## config.mk

```make
export PLATFORM = sky130hd
export DESIGN_NAME = triggered_hold_cooldown_sequencer
export DESIGN_NICKNAME = d
export VERILOG_FILES = /design/src/sv/thcs_pkg.sv /design/src/sv/thcs_div.sv /design/src/sv/thcs_dp.sv /design/src/sv/thcs_ctrl.sv /design/src/sv/triggered_hold_cooldown_sequencer.sv
export SDC_FILE = /design/constraint.sdc
export NUM_CORES = 1
export LEC_CHECK = 0
export BUFFER_PORTS_ARGS = -buffer_cell sky130_fd_sc_hd__buf_4
export CAP_MARGIN = 20
export CORE_MARGIN = 3
export CORE_UTILIZATION = 43
export CTS_BUF_LIST = sky130_fd_sc_hd__clkbuf_8
export DETAILED_ROUTE_END_ITERATION = 7
export PLACE_DENSITY_LB_ADDON = 0.12
export SYNTH_ARGS = -nofsm -noshare
export SYNTH_HDL_FRONTEND = slang
export SYNTH_SLANG_ARGS = --single-unit
```

## constraint.sdc

```tcl
create_clock -name clk -period 12.2 [get_ports clk]
set_clock_uncertainty 0.1 [all_clocks]
set_input_delay 0.61 -clock clk [delete_from_list [all_inputs] [get_ports clk]]
set_output_delay 0.61 -clock clk [all_outputs]
set_load 0.02 [all_outputs]
```

## src/sv/thcs_pkg.sv

```systemverilog
package thcs_pkg;

  // Field and state widths
  localparam int TIME_W = 32;
  localparam int HOLD_W = 16;
  localparam int COOL_W = 20;
  localparam int LED_W  = 8;
  localparam int TONE_W = 12;
  localparam int PH_W   = 2;
  localparam int CFG_W  = 20;
  localparam int IN_W   = 32;
  localparam int OUT_W  = 40;

  // Divider widths
  localparam int DIV_W   = 32;
  localparam int DIVR_W  = 16;
  localparam int DCNT_W  = $clog2(DIV_W);

  // Phase codes
  localparam logic [PH_W-1:0] PH_ARMED = 2'd0;
  localparam logic [PH_W-1:0] PH_HOLD  = 2'd1;
  localparam logic [PH_W-1:0] PH_COOL  = 2'd2;

  // Register indexes
  localparam logic CFG_HOLD = 1'b0;
  localparam logic CFG_COOL = 1'b1;

  // Divider operand selects
  localparam logic [1:0] SEL_RED_PER = 2'd0;
  localparam logic [1:0] SEL_RED_BRT = 2'd1;
  localparam logic [1:0] SEL_RED_MOD = 2'd2;

  typedef struct packed {
    logic       latch_in;
    logic       pre;
    logic       div_start;
    logic [1:0] div_sel;
    logic       cap_per;
    logic       cap_brt;
    logic       cap_mod;
    logic       fin;
    logic       load_out;
  } thcs_cmd_t;

  typedef struct packed {
    logic [PH_W-1:0] phase;
    logic            hold_zero;
    logic            div_done;
    logic            out_free;
  } thcs_sts_t;

endpackage

```

## src/sv/thcs_div.sv

```systemverilog
module thcs_div import thcs_pkg::*; (
  input  logic              clk,
  input  logic              rst_n,
  input  logic              start,
  input  logic [DIV_W-1:0]  dividend,
  input  logic [DIVR_W-1:0] divisor,
  output logic              done,
  output logic [DIV_W-1:0]  quot,
  output logic [DIVR_W-1:0] rem
);

  localparam logic [DCNT_W-1:0] LAST = DCNT_W'(DIV_W - 1);

  logic              busy_r;
  logic              done_r;
  logic [DCNT_W-1:0] cnt_r;
  logic [DIV_W-1:0]  quot_r;
  logic [DIVR_W-1:0] rem_r;
  logic [DIVR_W-1:0] dsr_r;

  logic [DIVR_W:0]   part;
  logic [DIVR_W+1:0] diff;
  logic              ge;

  // One restoring step: bring down the next dividend bit, try the subtract
  assign part = {rem_r, quot_r[DIV_W-1]};
  assign diff = {1'b0, part} - {2'b00, dsr_r};
  assign ge   = ~diff[DIVR_W+1];

  always_ff @(posedge clk) begin
    if (!rst_n) begin
      busy_r <= 1'b0;
      done_r <= 1'b0;
      cnt_r  <= '0;
      quot_r <= '0;
      rem_r  <= '0;
      dsr_r  <= '0;
    end else begin
      done_r <= 1'b0;
      if (start) begin
        busy_r <= 1'b1;
        cnt_r  <= '0;
        quot_r <= dividend;
        rem_r  <= '0;
        dsr_r  <= divisor;
      end else if (busy_r) begin
        quot_r <= {quot_r[DIV_W-2:0], ge};
        rem_r  <= ge ? diff[DIVR_W-1:0] : part[DIVR_W-1:0];
        cnt_r  <= cnt_r + 1'b1;
        if (cnt_r == LAST) begin
          busy_r <= 1'b0;
          done_r <= 1'b1;
        end
      end
    end
  end

  assign done = done_r;
  assign quot = quot_r;
  assign rem  = rem_r;

endmodule

```

## src/sv/thcs_dp.sv

```systemverilog
module thcs_dp import thcs_pkg::*; (
  input  logic             clk,
  input  logic             rst_n,
  input  thcs_cmd_t        cmd,
  output thcs_sts_t        sts,
  input  logic [IN_W-1:0]  in_tdata,
  input  logic             cfg_we,
  input  logic             cfg_addr,
  input  logic [CFG_W-1:0] cfg_data,
  output logic             out_tvalid,
  input  logic             out_tready,
  output logic [OUT_W-1:0] out_tdata
);

  // Configuration
  logic [HOLD_W-1:0] hold_r;
  logic [COOL_W-1:0] cool_r;

  // Tick state
  logic [TIME_W-1:0] time_r, time_nxt;
  logic [PH_W-1:0]   phase_r, phase_nxt;
  logic [TIME_W-1:0] pstart_r, pstart_nxt;
  logic [TONE_W-1:0] tone_r, tone_nxt;
  logic [TIME_W-1:0] tlast_r, tlast_nxt;
  logic [TIME_W-1:0] fdead_r, fdead_nxt;
  logic [LED_W-1:0]  grn_r, grn_nxt;
  logic [LED_W-1:0]  red_r, red_nxt;
  logic [LED_W-1:0]  yel_r, yel_nxt;
  logic [11:0]       gmod_r, gmod_nxt;

  // Latched beat
  logic              beam_r;
  logic [7:0]        lvl_r;
  logic [6:0]        dwell_r;
  logic [TONE_W-1:0] chat_r;
  logic [TONE_W-1:0] chat_in;

  // Divider results
  logic [8:0]        per_q_r;
  logic [7:0]        brt_q_r;
  logic [11:0]       mod_r;

  // Output register
  logic              out_tvalid_r;
  logic [OUT_W-1:0]  out_tdata_r;

  logic [DIV_W-1:0]  div_dvd;
  logic [DIVR_W-1:0] div_dsr;
  logic              div_done;
  logic [DIV_W-1:0]  div_quot;
  logic [DIVR_W-1:0] div_rem;

  logic [TIME_W-1:0] e;
  logic [HOLD_W-1:0] c;
  logic [24:0]       prod_per;
  logic [24:0]       prod_brt;
  logic              hold_zero;
  logic [8:0]        period;
  logic [LED_W-1:0]  bright;
  logic [12:0]       rp1;
  logic [12:0]       on_lhs;
  logic [12:0]       on_rhs;
  logic [LED_W-1:0]  red_lvl;
  logic [LED_W-1:0]  grn_lvl;
  logic [13:0]       g3;
  logic [TIME_W-1:0] since;
  logic [12:0]       up7;
  logic [10:0]       dn_d;
  logic [12:0]       dn3;
  logic [TONE_W-1:0] tone_sched;
  logic [TIME_W-1:0] tlast_sched;

  // Clamp the chatter tone into its audible band
  always_comb begin
    chat_in = in_tdata[27:16];
    if (chat_in < 12'd400) begin
      chat_in = 12'd400;
    end else if (chat_in > 12'd2499) begin
      chat_in = 12'd2499;
    end
  end

  // Red ramp operands
  assign hold_zero = (hold_r == '0);
  assign e         = time_r - pstart_r;
  assign c         = (e > {{(TIME_W-HOLD_W){1'b0}}, hold_r}) ? hold_r : e[HOLD_W-1:0];
  assign prod_per  = {9'd0, c} * 25'd260;
  assign prod_brt  = {9'd0, c} * 25'd195;
  assign period    = hold_zero ? 9'd40 : 9'd300 - per_q_r;
  assign bright    = hold_zero ? 8'd255 : 8'd60 + brt_q_r;

  // Divider operand select
  always_comb begin
    unique case (cmd.div_sel)
      SEL_RED_PER: begin
        div_dvd = {7'd0, prod_per};
        div_dsr = hold_r;
      end
      SEL_RED_BRT: begin
        div_dvd = {7'd0, prod_brt};
        div_dsr = hold_r;
      end
      default: begin
        div_dvd = time_r;
        div_dsr = {7'd0, period};
      end
    endcase
  end

  thcs_div u_div (
    .clk      (clk),
    .rst_n    (rst_n),
    .start    (cmd.div_start),
    .dividend (div_dvd),
    .divisor  (div_dsr),
    .done     (div_done),
    .quot     (div_quot),
    .rem      (div_rem)
  );

  // Red on while rem < floor(period*9/20), i.e. 20*(rem+1) <= 9*period
  assign rp1     = {4'd0, mod_r[8:0]} + 13'd1;
  assign on_lhs  = (rp1 << 4) + (rp1 << 2);
  assign on_rhs  = ({4'd0, period} << 3) + {4'd0, period};
  assign red_lvl = (on_lhs <= on_rhs) ? bright : '0;

  // Green triangle: slope 225/1200 is exactly 3/16, position from the tick counter
  always_comb begin
    if (gmod_r < 12'd1200) begin
      g3      = {2'd0, gmod_r} * 14'd3;
      grn_lvl = 8'd30 + g3[11:4];
    end else begin
      g3      = {2'd0, gmod_r - 12'd1200} * 14'd3;
      grn_lvl = 8'd255 - g3[11:4];
    end
  end

  // Hold tone schedule
  assign since = time_r - tlast_r;
  assign up7   = {3'd0, e[9:0]} * 13'd7;
  assign dn_d  = e[10:0] - 11'd800;
  assign dn3   = {2'd0, dn_d} * 13'd3;

  always_comb begin
    tone_sched  = tone_r;
    tlast_sched = tlast_r;
    if (e < 32'd800) begin
      tone_sched = 12'd400 + {1'b0, up7[12:2]};
    end else if (e < 32'd1600) begin
      tone_sched = 12'd1800 - dn3[12:1];
    end else if (e < 32'd3000) begin
      if (since >= 32'd6) begin
        tone_sched  = chat_r;
        tlast_sched = time_r;
      end
    end else if (e < 32'd4200) begin
      if (since >= 32'd40) begin
        tone_sched  = (tone_r == 12'd1400) ? 12'd1800 : 12'd1400;
        tlast_sched = time_r;
      end
    end else if (e < {{(TIME_W-HOLD_W){1'b0}}, hold_r}) begin
      tone_sched = 12'd1000;
    end else begin
      tone_sched = '0;
    end
  end

  // Next tick state
  always_comb begin
    time_nxt   = time_r;
    phase_nxt  = phase_r;
    pstart_nxt = pstart_r;
    tone_nxt   = tone_r;
    tlast_nxt  = tlast_r;
    fdead_nxt  = fdead_r;
    grn_nxt    = grn_r;
    red_nxt    = red_r;
    yel_nxt    = yel_r;
    gmod_nxt   = gmod_r;
    if (cmd.pre) begin
      if (phase_r == PH_ARMED && beam_r) begin
        phase_nxt  = PH_HOLD;
        pstart_nxt = time_r;
        tlast_nxt  = time_r;
        tone_nxt   = '0;
      end
    end
    if (cmd.fin) begin
      time_nxt = time_r + 1'b1;
      // Track time mod 2400; restart it where the tick time wraps to zero
      if (time_r == '1 || gmod_r == 12'd2399) begin
        gmod_nxt = '0;
      end else begin
        gmod_nxt = gmod_r + 12'd1;
      end
      unique case (phase_r)
        PH_HOLD: begin
          tone_nxt  = tone_sched;
          tlast_nxt = tlast_sched;
          red_nxt   = red_lvl;
          grn_nxt   = '0;
          yel_nxt   = '0;
          if (e >= {{(TIME_W-HOLD_W){1'b0}}, hold_r}) begin
            phase_nxt  = PH_COOL;
            pstart_nxt = time_r;
            tone_nxt   = '0;
          end
        end
        PH_COOL: begin
          if (time_r >= fdead_r) begin
            yel_nxt   = lvl_r;
            fdead_nxt = time_r + {25'd0, dwell_r};
          end
          grn_nxt = '0;
          red_nxt = '0;
          if (time_r - pstart_r >= {{(TIME_W-COOL_W){1'b0}}, cool_r}) begin
            phase_nxt = PH_ARMED;
          end
        end
        default: begin
          phase_nxt = PH_ARMED;
          grn_nxt   = grn_lvl;
          red_nxt   = '0;
          yel_nxt   = '0;
        end
      endcase
    end
  end

  // Hold configuration and tick state
  always_ff @(posedge clk) begin
    if (!rst_n) begin
      hold_r   <= 16'd5000;
      cool_r   <= 20'd20000;
      time_r   <= '0;
      phase_r  <= PH_ARMED;
      pstart_r <= '0;
      tone_r   <= '0;
      tlast_r  <= '0;
      fdead_r  <= '0;
      grn_r    <= '0;
      red_r    <= '0;
      yel_r    <= '0;
      gmod_r   <= '0;
    end else begin
      if (cfg_we) begin
        unique case (cfg_addr)
          CFG_HOLD: hold_r <= cfg_data[HOLD_W-1:0];
          default:  cool_r <= cfg_data;
        endcase
      end
      time_r   <= time_nxt;
      phase_r  <= phase_nxt;
      pstart_r <= pstart_nxt;
      tone_r   <= tone_nxt;
      tlast_r  <= tlast_nxt;
      fdead_r  <= fdead_nxt;
      grn_r    <= grn_nxt;
      red_r    <= red_nxt;
      yel_r    <= yel_nxt;
      gmod_r   <= gmod_nxt;
    end
  end

  // Latch the input beat and capture divider results
  always_ff @(posedge clk) begin
    if (cmd.latch_in) begin
      beam_r  <= in_tdata[0];
      lvl_r   <= in_tdata[8:1];
      dwell_r <= in_tdata[15:9];
      chat_r  <= chat_in;
    end
    if (cmd.cap_per) begin
      per_q_r <= div_quot[8:0];
    end
    if (cmd.cap_brt) begin
      brt_q_r <= div_quot[7:0];
    end
    if (cmd.cap_mod) begin
      mod_r <= div_rem[11:0];
    end
  end

  // Output register: load a finished beat, drop it once taken
  always_ff @(posedge clk) begin
    if (!rst_n) begin
      out_tvalid_r <= 1'b0;
    end else if (cmd.load_out) begin
      out_tvalid_r <= 1'b1;
    end else if (out_tready) begin
      out_tvalid_r <= 1'b0;
    end
  end

  always_ff @(posedge clk) begin
    if (cmd.load_out) begin
      out_tdata_r <= {1'b0, phase_r, tone_r, yel_r, red_r, grn_r, (phase_r == PH_HOLD)};
    end
  end

  assign out_tvalid    = out_tvalid_r;
  assign out_tdata     = out_tdata_r;

  assign sts.phase     = phase_r;
  assign sts.hold_zero = hold_zero;
  assign sts.div_done  = div_done;
  assign sts.out_free  = ~out_tvalid_r | out_tready;

endmodule

```

## src/sv/thcs_ctrl.sv

```systemverilog
module thcs_ctrl import thcs_pkg::*; (
  input  logic      clk,
  input  logic      rst_n,
  input  logic      in_tvalid,
  output logic      in_tready,
  input  thcs_sts_t sts,
  output thcs_cmd_t cmd
);

  localparam logic [2:0] S_IDLE   = 3'd0;
  localparam logic [2:0] S_PRE    = 3'd1;
  localparam logic [2:0] S_BRANCH = 3'd2;
  localparam logic [2:0] S_DPER   = 3'd3;
  localparam logic [2:0] S_DBRT   = 3'd4;
  localparam logic [2:0] S_DMOD   = 3'd5;
  localparam logic [2:0] S_FIN    = 3'd6;
  localparam logic [2:0] S_OUT    = 3'd7;

  logic [2:0] state_r, state_nxt;

  // Sequence one tick: arm check, divisions (hold phase only), state update, result
  always_comb begin
    state_nxt = state_r;
    cmd       = '0;
    in_tready = 1'b0;
    unique case (state_r)
      S_IDLE: begin
        in_tready = 1'b1;
        if (in_tvalid) begin
          cmd.latch_in = 1'b1;
          state_nxt    = S_PRE;
        end
      end
      S_PRE: begin
        cmd.pre   = 1'b1;
        state_nxt = S_BRANCH;
      end
      S_BRANCH: begin
        unique case (sts.phase)
          PH_HOLD: begin
            cmd.div_start = 1'b1;
            if (sts.hold_zero) begin
              cmd.div_sel = SEL_RED_MOD;
              state_nxt   = S_DMOD;
            end else begin
              cmd.div_sel = SEL_RED_PER;
              state_nxt   = S_DPER;
            end
          end
          default: begin
            state_nxt = S_FIN;
          end
        endcase
      end
      S_DPER: begin
        if (sts.div_done) begin
          cmd.cap_per   = 1'b1;
          cmd.div_start = 1'b1;
          cmd.div_sel   = SEL_RED_BRT;
          state_nxt     = S_DBRT;
        end
      end
      S_DBRT: begin
        if (sts.div_done) begin
          cmd.cap_brt   = 1'b1;
          cmd.div_start = 1'b1;
          cmd.div_sel   = SEL_RED_MOD;
          state_nxt     = S_DMOD;
        end
      end
      S_DMOD: begin
        if (sts.div_done) begin
          cmd.cap_mod = 1'b1;
          state_nxt   = S_FIN;
        end
      end
      S_FIN: begin
        cmd.fin   = 1'b1;
        state_nxt = S_OUT;
      end
      default: begin
        if (sts.out_free) begin
          cmd.load_out = 1'b1;
          state_nxt    = S_IDLE;
        end
      end
    endcase
  end

  always_ff @(posedge clk) begin
    if (!rst_n) begin
      state_r <= S_IDLE;
    end else begin
      state_r <= state_nxt;
    end
  end

endmodule

```

## src/sv/triggered_hold_cooldown_sequencer.sv

```systemverilog
// Millisecond-tick sequencer for a break-beam prop: armed (green breath),
// hold (magnet, tone schedule, red stutter) and cooldown (yellow flicker).
// Each input beat is one tick and yields exactly one result beat. Ticks are
// handled one at a time; the red ramp and stutter phase go through a single
// shared 32-step restoring divider: an armed or cooldown tick needs no
// division, a hold tick three, or one when the hold time is zero. The green
// breath position comes from a counter that follows the tick time, so it
// needs no division. A finished result sits in an output register, so the
// final output state only waits while that register is still full and not
// yet taken. Configuration writes take effect at once and belong between
// ticks.
module triggered_hold_cooldown_sequencer import thcs_pkg::*; (
  input  logic             clk,
  input  logic             rst_n,
  input  logic             in_tvalid,
  output logic             in_tready,
  // beam_broken[0], flicker_level[8:1], flicker_dwell[15:9], chatter_hz[27:16]
  input  logic [IN_W-1:0]  in_tdata,
  output logic             out_tvalid,
  input  logic             out_tready,
  // magnet_on[0], green_pwm[8:1], red_pwm[16:9], yellow_pwm[24:17],
  // tone_hz[36:25], phase_code[38:37]
  output logic [OUT_W-1:0] out_tdata,
  input  logic             cfg_we,
  input  logic             cfg_addr,
  input  logic [CFG_W-1:0] cfg_data
);

  thcs_cmd_t cmd;
  thcs_sts_t sts;

  thcs_ctrl u_ctrl (
    .clk       (clk),
    .rst_n     (rst_n),
    .in_tvalid (in_tvalid),
    .in_tready (in_tready),
    .sts       (sts),
    .cmd       (cmd)
  );

  thcs_dp u_dp (
    .clk        (clk),
    .rst_n      (rst_n),
    .cmd        (cmd),
    .sts        (sts),
    .in_tdata   (in_tdata),
    .cfg_we     (cfg_we),
    .cfg_addr   (cfg_addr),
    .cfg_data   (cfg_data),
    .out_tvalid (out_tvalid),
    .out_tready (out_tready),
    .out_tdata  (out_tdata)
  );

endmodule
```

==> results of run 1 <==
-- synthesized netlist by cell type, drive strengths merged (68+ instances only) --
| library cell | number | area, sq um |
|---|---|---|
| mux2i | 112 | 1121 |
| o21ai | 150 | 773.2 |
| ha | 337 | 4217 |
| edfxtp | 93 | 2793 |
| nand3 | 75 | 380.4 |
| dfxtp | 289 | 5786 |
| a21o | 68 | 510.5 |
| a211oi | 70 | 545.5 |
| clkbuf | 115 | 435.4 |
| nand2 | 334 | 1254 |
| nor2 | 316 | 1194 |
| a21oi | 241 | 1221 |
| xnor2 | 144 | 1261 |
| xor2 | 87 | 762.0 |
| inv | 316 | 1186 |
-- metrics by stage --
step,std cells,setup slack [ns],hold slack [ns],util
2_1_floorplan,3415,3.610,0.3081,-
6_report,4433,1.657,0.05801,0.4868
3_5_place_dp,4288,1.797,0.3180,0.4611
5_1_grt,4432,0.9012,0.02329,0.4868
4_1_cts,4428,1.733,0.001162,0.4860
3_3_place_gp,4288,1.940,0.3164,0.4611
-- sequential cells by signal, indices dropped and copies added (netlist names), 5 cells and up --
register          cells
u_dp.grn_r            8
u_dp.out_tdata       39
u_dp.tone_r          12
u_dp.gmod_r          12
u_dp.u_div.rem       16
u_dp.yel_r            8
u_dp.fdead_r         32
u_dp.pstart_r        32
u_dp.dwell_r          7
u_dp.mod_r            9
u_dp.chat_r          12
u_dp.u_div.cnt_r      5
u_dp.cool_r          20
u_dp.u_div.quot      32
u_dp.lvl_r            8
u_dp.time_r          32
u_dp.hold_r          16
u_dp.per_q_r          9
u_dp.brt_q_r          8
u_dp.red_r            8
u_dp.u_div.dsr_r     16
u_dp.tlast_r         32
-- final timing paths --
path                        from             endpoint  slack [ns]
hold / removal       in_tdata[5]        u_dp.lvl_r[4]        0.06
setup / recovery  u_dp.time_r[0]  u_dp.u_div.quot[22]        1.66
hold reg to reg    u_dp.grn_r[7]    u_dp.out_tdata[8]        0.33
setup reg to reg  u_dp.time_r[0]  u_dp.u_div.quot[22]        1.66
-- layout by cell type, fill, tap and decap left out, types with 10 or more instances in the layout --
| cell | instances |
|---|---|
| fa_1 | 36 |
| buf_4 | 150 |
| o31a_1 | 10 |
| nor4_1 | 21 |
| and3_1 | 25 |
| dfxtp_1 | 288 |
| or3_1 | 21 |
| a211oi_1 | 66 |
| a21o_1 | 67 |
| mux2_2 | 12 |
| o211ai_1 | 32 |
| xor2_1 | 87 |
| a221oi_1 | 32 |
| xnor2_1 | 144 |
| a31oi_1 | 24 |
| a22o_1 | 21 |
| o21bai_1 | 23 |
| nand4_1 | 33 |
| a21boi_0 | 10 |
| mux2i_1 | 112 |
| nor3_1 | 48 |
| edfxtp_1 | 93 |
| o31ai_1 | 11 |
| ha_1 | 337 |
| nand3_1 | 74 |
| and2_1 | 24 |
| clkbuf_8 | 90 |
| nand2_1 | 334 |
| a21oi_1 | 239 |
| nor2_1 | 314 |
| nand2b_1 | 34 |
| o21a_1 | 28 |
| nor3b_1 | 10 |
| nor2b_1 | 31 |
| inv_1 | 338 |
| o21ai_0 | 134 |
-- metal layers --
layer  global-route usage  vias to the layer above  wire, um
met5                    0                        -         0
met3              0.03376                      129      4528
met4              0.06959                        0      2006
met1               0.3347                    11980     40770
met2               0.3929                      594     38850
li1                     -                    12250         -
-- power breakdown --
| part | switching [uW] | internal (uW) | leakage, uW |
|---|---|---|---|
| combinational | 199 | 129 | 0.0102 |
| clock | 589 | 776 | 0.000887 |
| sequential | 29.8 | 1330 | 0.00325 |
-- worst reg2reg max path, delay by kind of cell (launching register included) --
kind / cells / cell delay [ns]
compound gates: 16 / 4.31
fa+ha+maj: 8 / 3.02
simple gates: 5 / 1.51
buf+inv: 5 / 0.76
flops: 1 / 0.53
xor+xnor: 1 / 0.15
-- cells by family (layout without fill, tap and decap cells) --
family                     count (synthesis)  after routing  share of synthesized area
buffers and inverters                    458            610                    0.06362
AOI/OAI and AO/OA                        819            819                     0.1887
and+or+nand+nor                         1025           1025                     0.1660
xor gates and xnor gates                 231            231                    0.06993
adders and majority gates                373            373                     0.1707
other                                      1              3                  0.0001296
DFF                                      382            382                     0.2965
muxes                                    126            126                    0.04446
-- final cells by class --
cell class                      instances  area share
Multi-Input combinational cell       2575      0.5754
Sequential cell                       382      0.2661
Clock buffer                           90     0.03843
Tap cell                              864     0.03354
Inverter                              317     0.03707
Clock inverter                         42     0.01036
Antenna cell                            2   0.0001553
Timing Repair Buffer                  161     0.03889
==> qor.csv, run 1 <==
metric,value,unit
Placeable Area,66220,sq um
Levels on crit path,35,
sequential fraction of the synthesis area,0.2965,
"Max FO, Critical Path",14,
DRT iter0 DRCs,1684,
DR vias/cell,5.628,
layout cells sized above 1,0.09251,
CTS sink count,382,
Leak Pwr,0.01434,uW
vias in the first global route,24540,
Placement Rows,94,
Worst Setup End Kind,flop,
status,"finished, final reports clean",
I/O Buffers,94,
placed cell area,30530,sq um
Die Area,70430,sq um
post-synthesis register bit count,382,
Final GP Congestion,0.9571,
post-synthesis cell type count,104,
R2R depth,35,
WP data arrival,10.94,ns
"Cell Area, Synth",28930,sq um
Crit Path Class,reg -> reg,
DRT antenna net count,0,
Worst path slowest cell,or4b_1,
register area,8579,sq um
H-tree Lvls,3,
dominant synthesized flop cell,dfxtp_1,
cell count after synthesis,3415,
WP buf/inv,5,
Remaining DRCs,0,
unrepaired setup endpoints after global routing,no,
final instance area,32240,sq um
startpoint type of the worst setup path,flop,
grt total ovfl,0,
area of the multi-input gates,18550,sq um
Tmin final,10.54,ns
maxcap violations,0,
crit-path max cell delay,0.80,ns
Syn Area/Cell,8.472,sq um
Min-Delay Path Class,in -> reg,
Slew HR,0.3674,
asr flop ratio synth,0,
"Req. time, crit path",12.60,ns
Die Height,265.4,um
Clk Tree Root Cell,clkbuf_8,
Syn Nets,3846,
DR WL/cell,19.43,um
area grow syn2layout,11.43,%
post_cts resized,0,
DRT Wirelength,86.15,mm
maximum vdd drop,0.00006279,V
hold_buf cts,8,
global-route usage over all layers,0.2415,
# Post-CTS Setup Buffers,0,
starting density of the core,0.4369,
Hold Path Cell Cnt,1,
Power Dens Cells,94.73,nW/um^2
Clock Path Buffers,3,
Post-layout nets,3940,
via count,24950,
Skew-Pair Late Insertion Delay,0.66,ns
setup_tns,0,ns
final period utilization,0.8642,
hpwl dp,65.73,mm
Worst-path clk slew,0.06,ns
DIE WIDTH,265.4,um
PnR Total Power,3054,uW
largest net degree at the start of global routing,114,
crit-path leading delay family,compound AO/OA/AOI/OAI gates,
CTS tree,yes,
CTS Buf Count,72,
initial antenna violation count,1,
fmax,0.09485,GHz
first-pass GRT wire length,135.7,mm
max-slew violations,0,
# IOs,100,
synthesis warning total,0,
first drt pass iteration count,5,
"EDFF count, synth",93,
Final Hold Viols,0,
final setup fails,0,
Worst Tran Pin Value,0.9488,ns
fill count,6420,
Note: power is estimated with default switching activity, not from simulation.
==> run 2, diff against run 1 <==
--- a/config.mk
+++ b/config.mk
@@ -7,6 +7,8 @@
 export LEC_CHECK = 0
 export BUFFER_PORTS_ARGS = -buffer_cell sky130_fd_sc_hd__buf_4
 export CAP_MARGIN = 20
+export CELL_PAD_IN_SITES_DETAIL_PLACEMENT = 0
+export CELL_PAD_IN_SITES_GLOBAL_PLACEMENT = 1
 export CORE_MARGIN = 3
 export CORE_UTILIZATION = 43
 export CTS_BUF_LIST = sky130_fd_sc_hd__clkbuf_8
==> run 2 against run 1 <==
  * Die area stayed put
  * Largest cell class unchanged
  * Non-clock buffer count up 16
  * Wire length decreased by 0.51%
==> qor.csv, run 2 (synthesized netlist as in run 1, its figures left out) <==
metric,value,unit
status,"finished, final reports clean",
Die Area,70430,sq um
DR WL/cell,19.26,um
area grow syn2layout,11.95,%
via count,24880,
Skew-Pair Late Insertion Delay,0.67,ns
DRT Wirelength,85.71,mm
initial antenna violation count,1,
CTS tree,yes,
Tmin final,10.29,ns
Int Pwr,2260,uW
Clk Tree Root Cell,clkbuf_8,
Final GP Congestion,0.9548,
post_cts resized,0,
"commonest cells after routing, fill and taps aside","ha_1 (337), inv_1 (335), nand2_1 (334), nor2_1 (314), dfxtp_1 (288)",
WHS,0.07861,ns
max-slew violations,0,
Remaining DRCs,0,
"Req. time, crit path",12.62,ns
Final Hold Viols,0,
Power Dens Cells,95.12,nW/um^2
unrepaired setup endpoints after global routing,no,
DRT antenna net count,0,
DR vias/cell,5.589,
global-route usage over all layers,0.2397,
WP buf/inv,4,
Min-Delay Path Class,in -> reg,
Worst-path clk slew,0.06,ns
Placeable Area,66220,sq um
first drt pass iteration count,5,
fmax,0.09720,GHz
Post-Route Utilization,0.4891,
Die Height,265.4,um
Clock Path Buffers,3,
Placement Rows,94,
NetSw,820.3,uW
"Max FO, Critical Path",14,
Crit Path Class,reg -> reg,
Slew HR,0.2560,
first-pass GRT wire length,134.2,mm
"reg-to-reg slack, setup",1.91,ns
"most common cell after layout, fill and taps aside",ha_1,
CTS Buf Count,75,
switching share of power,0.2663,
Leak Pwr,0.01441,uW
starting density of the core,0.4369,
maxcap violations,0,
DRT iter0 DRCs,1535,
H-tree Lvls,3,
final setup fails,0,
Worst Setup End Kind,flop,
DIE WIDTH,265.4,um
crit-path leading delay family,compound AO/OA/AOI/OAI gates,
# IOs,100,
layout cells sized above 1,0.09453,
setup_tns,0,ns
max reg flops,39,
Worst Tran Pin Value,1.116,ns
Worst path slowest cell,or4b_1,
fill count,6431,
startpoint type of the worst setup path,flop,
Comb power frac,0.106,
crit-path max cell delay,0.83,ns
grt total ovfl,0,
Post-layout nets,3959,
vias in the first global route,24180,
# Post-CTS Setup Buffers,0,
CTS sink count,382,
"most used cell, CP",ha_1,
maximum vdd drop,0.00006925,V
largest net degree at the start of global routing,73,
I/O Buffers,94,
PnR Total Power,3081,uW
Clk network pwr share,0.452,
Seq pwr share,0.442,
WP data arrival,10.71,ns
final period utilization,0.8433,
hpwl dp,65.98,mm
==> run 2: cell types whose count changed in the layout (fill, tap and decap cells not counted), sizes merged <==
cell,delta
dlygate4sd3,+9
buf,+7
clkinv,+7
clkbuf,-3
inv,-3
bufinv,+2
diode,-1
==> run 2: worst min-delay path: cells and delay by family <==
kind / cells / cell delay (ns)
AO/OA/AOI/OAI: 1 / 0.08
buffers and inverters: 1 / 0.09
AND/OR/NAND/NOR: 1 / 0.04
==> run 2: metal layers <==
layer / GRT usage / up-vias / wire [um]
li1: - / 12280 / -
met1: 0.3318 / 11970 / 41150
met2: 0.3910 / 542 / 38920
met3: 0.03339 / 93 / 3848
met4: 0.06840 / 0 / 1793
met5: 0 / - / 0
==> run 2: area by class of cell <==
cell class,instances,area (sq um),area share
clock inverters,48,401.6,0.01240
repair buffers,177,1381,0.04265
inverters,317,1195,0.03689
diodes,1,2.502,0.00007726
flip-flops and latches,382,8579,0.2649
well taps,864,1081,0.03338
multi-input cells,2575,18550,0.5727
clock buffers,87,1197,0.03697
==> run 2: path summary, 6_finish.rpt <==
kind,to,start,depth (start not counted)
hold reg to reg,u_dp.out_tdata[2],u_dp.grn_r[1],0
setup reg to reg,u_dp.u_div.quot[22],u_dp.time_r[0],35
setup / recovery,u_dp.u_div.quot[22],u_dp.time_r[0],35
hold / removal,u_dp.cool_r[9],cfg_data[9],3
==> run 2: power by group through the flow <==
stage / Clock [uW] / Combinational (uW) / Sequential [uW]
2_1_floorplan: 0 / 240 / 1370
3_3_place_gp: 0 / 319 / 1390
3_5_place_dp: 0 / 322 / 1390
4_1_cts: 1440 / 329 / 1360
5_1_grt: 1500 / 365 / 1360
6_report: 1390 / 328 / 1360
==> run 2: metrics by stage <==
stage               instance area (sq um)  setup slack, ns  std cells
global placement                    30590            2.101       4296
detailed placement                  30590            2.030       4296
floorplan                           28930            3.610       3415
CTS                                 32360            1.993       4448
finish                              32390            1.912       4451
global route                        32390            1.551       4451
==> run 2: repair_timing <==
item	4_1_cts	5_1_grt
hold endpoints to repair	17	0
hold buffers	17	0
endpoints found under the setup margin	0	0
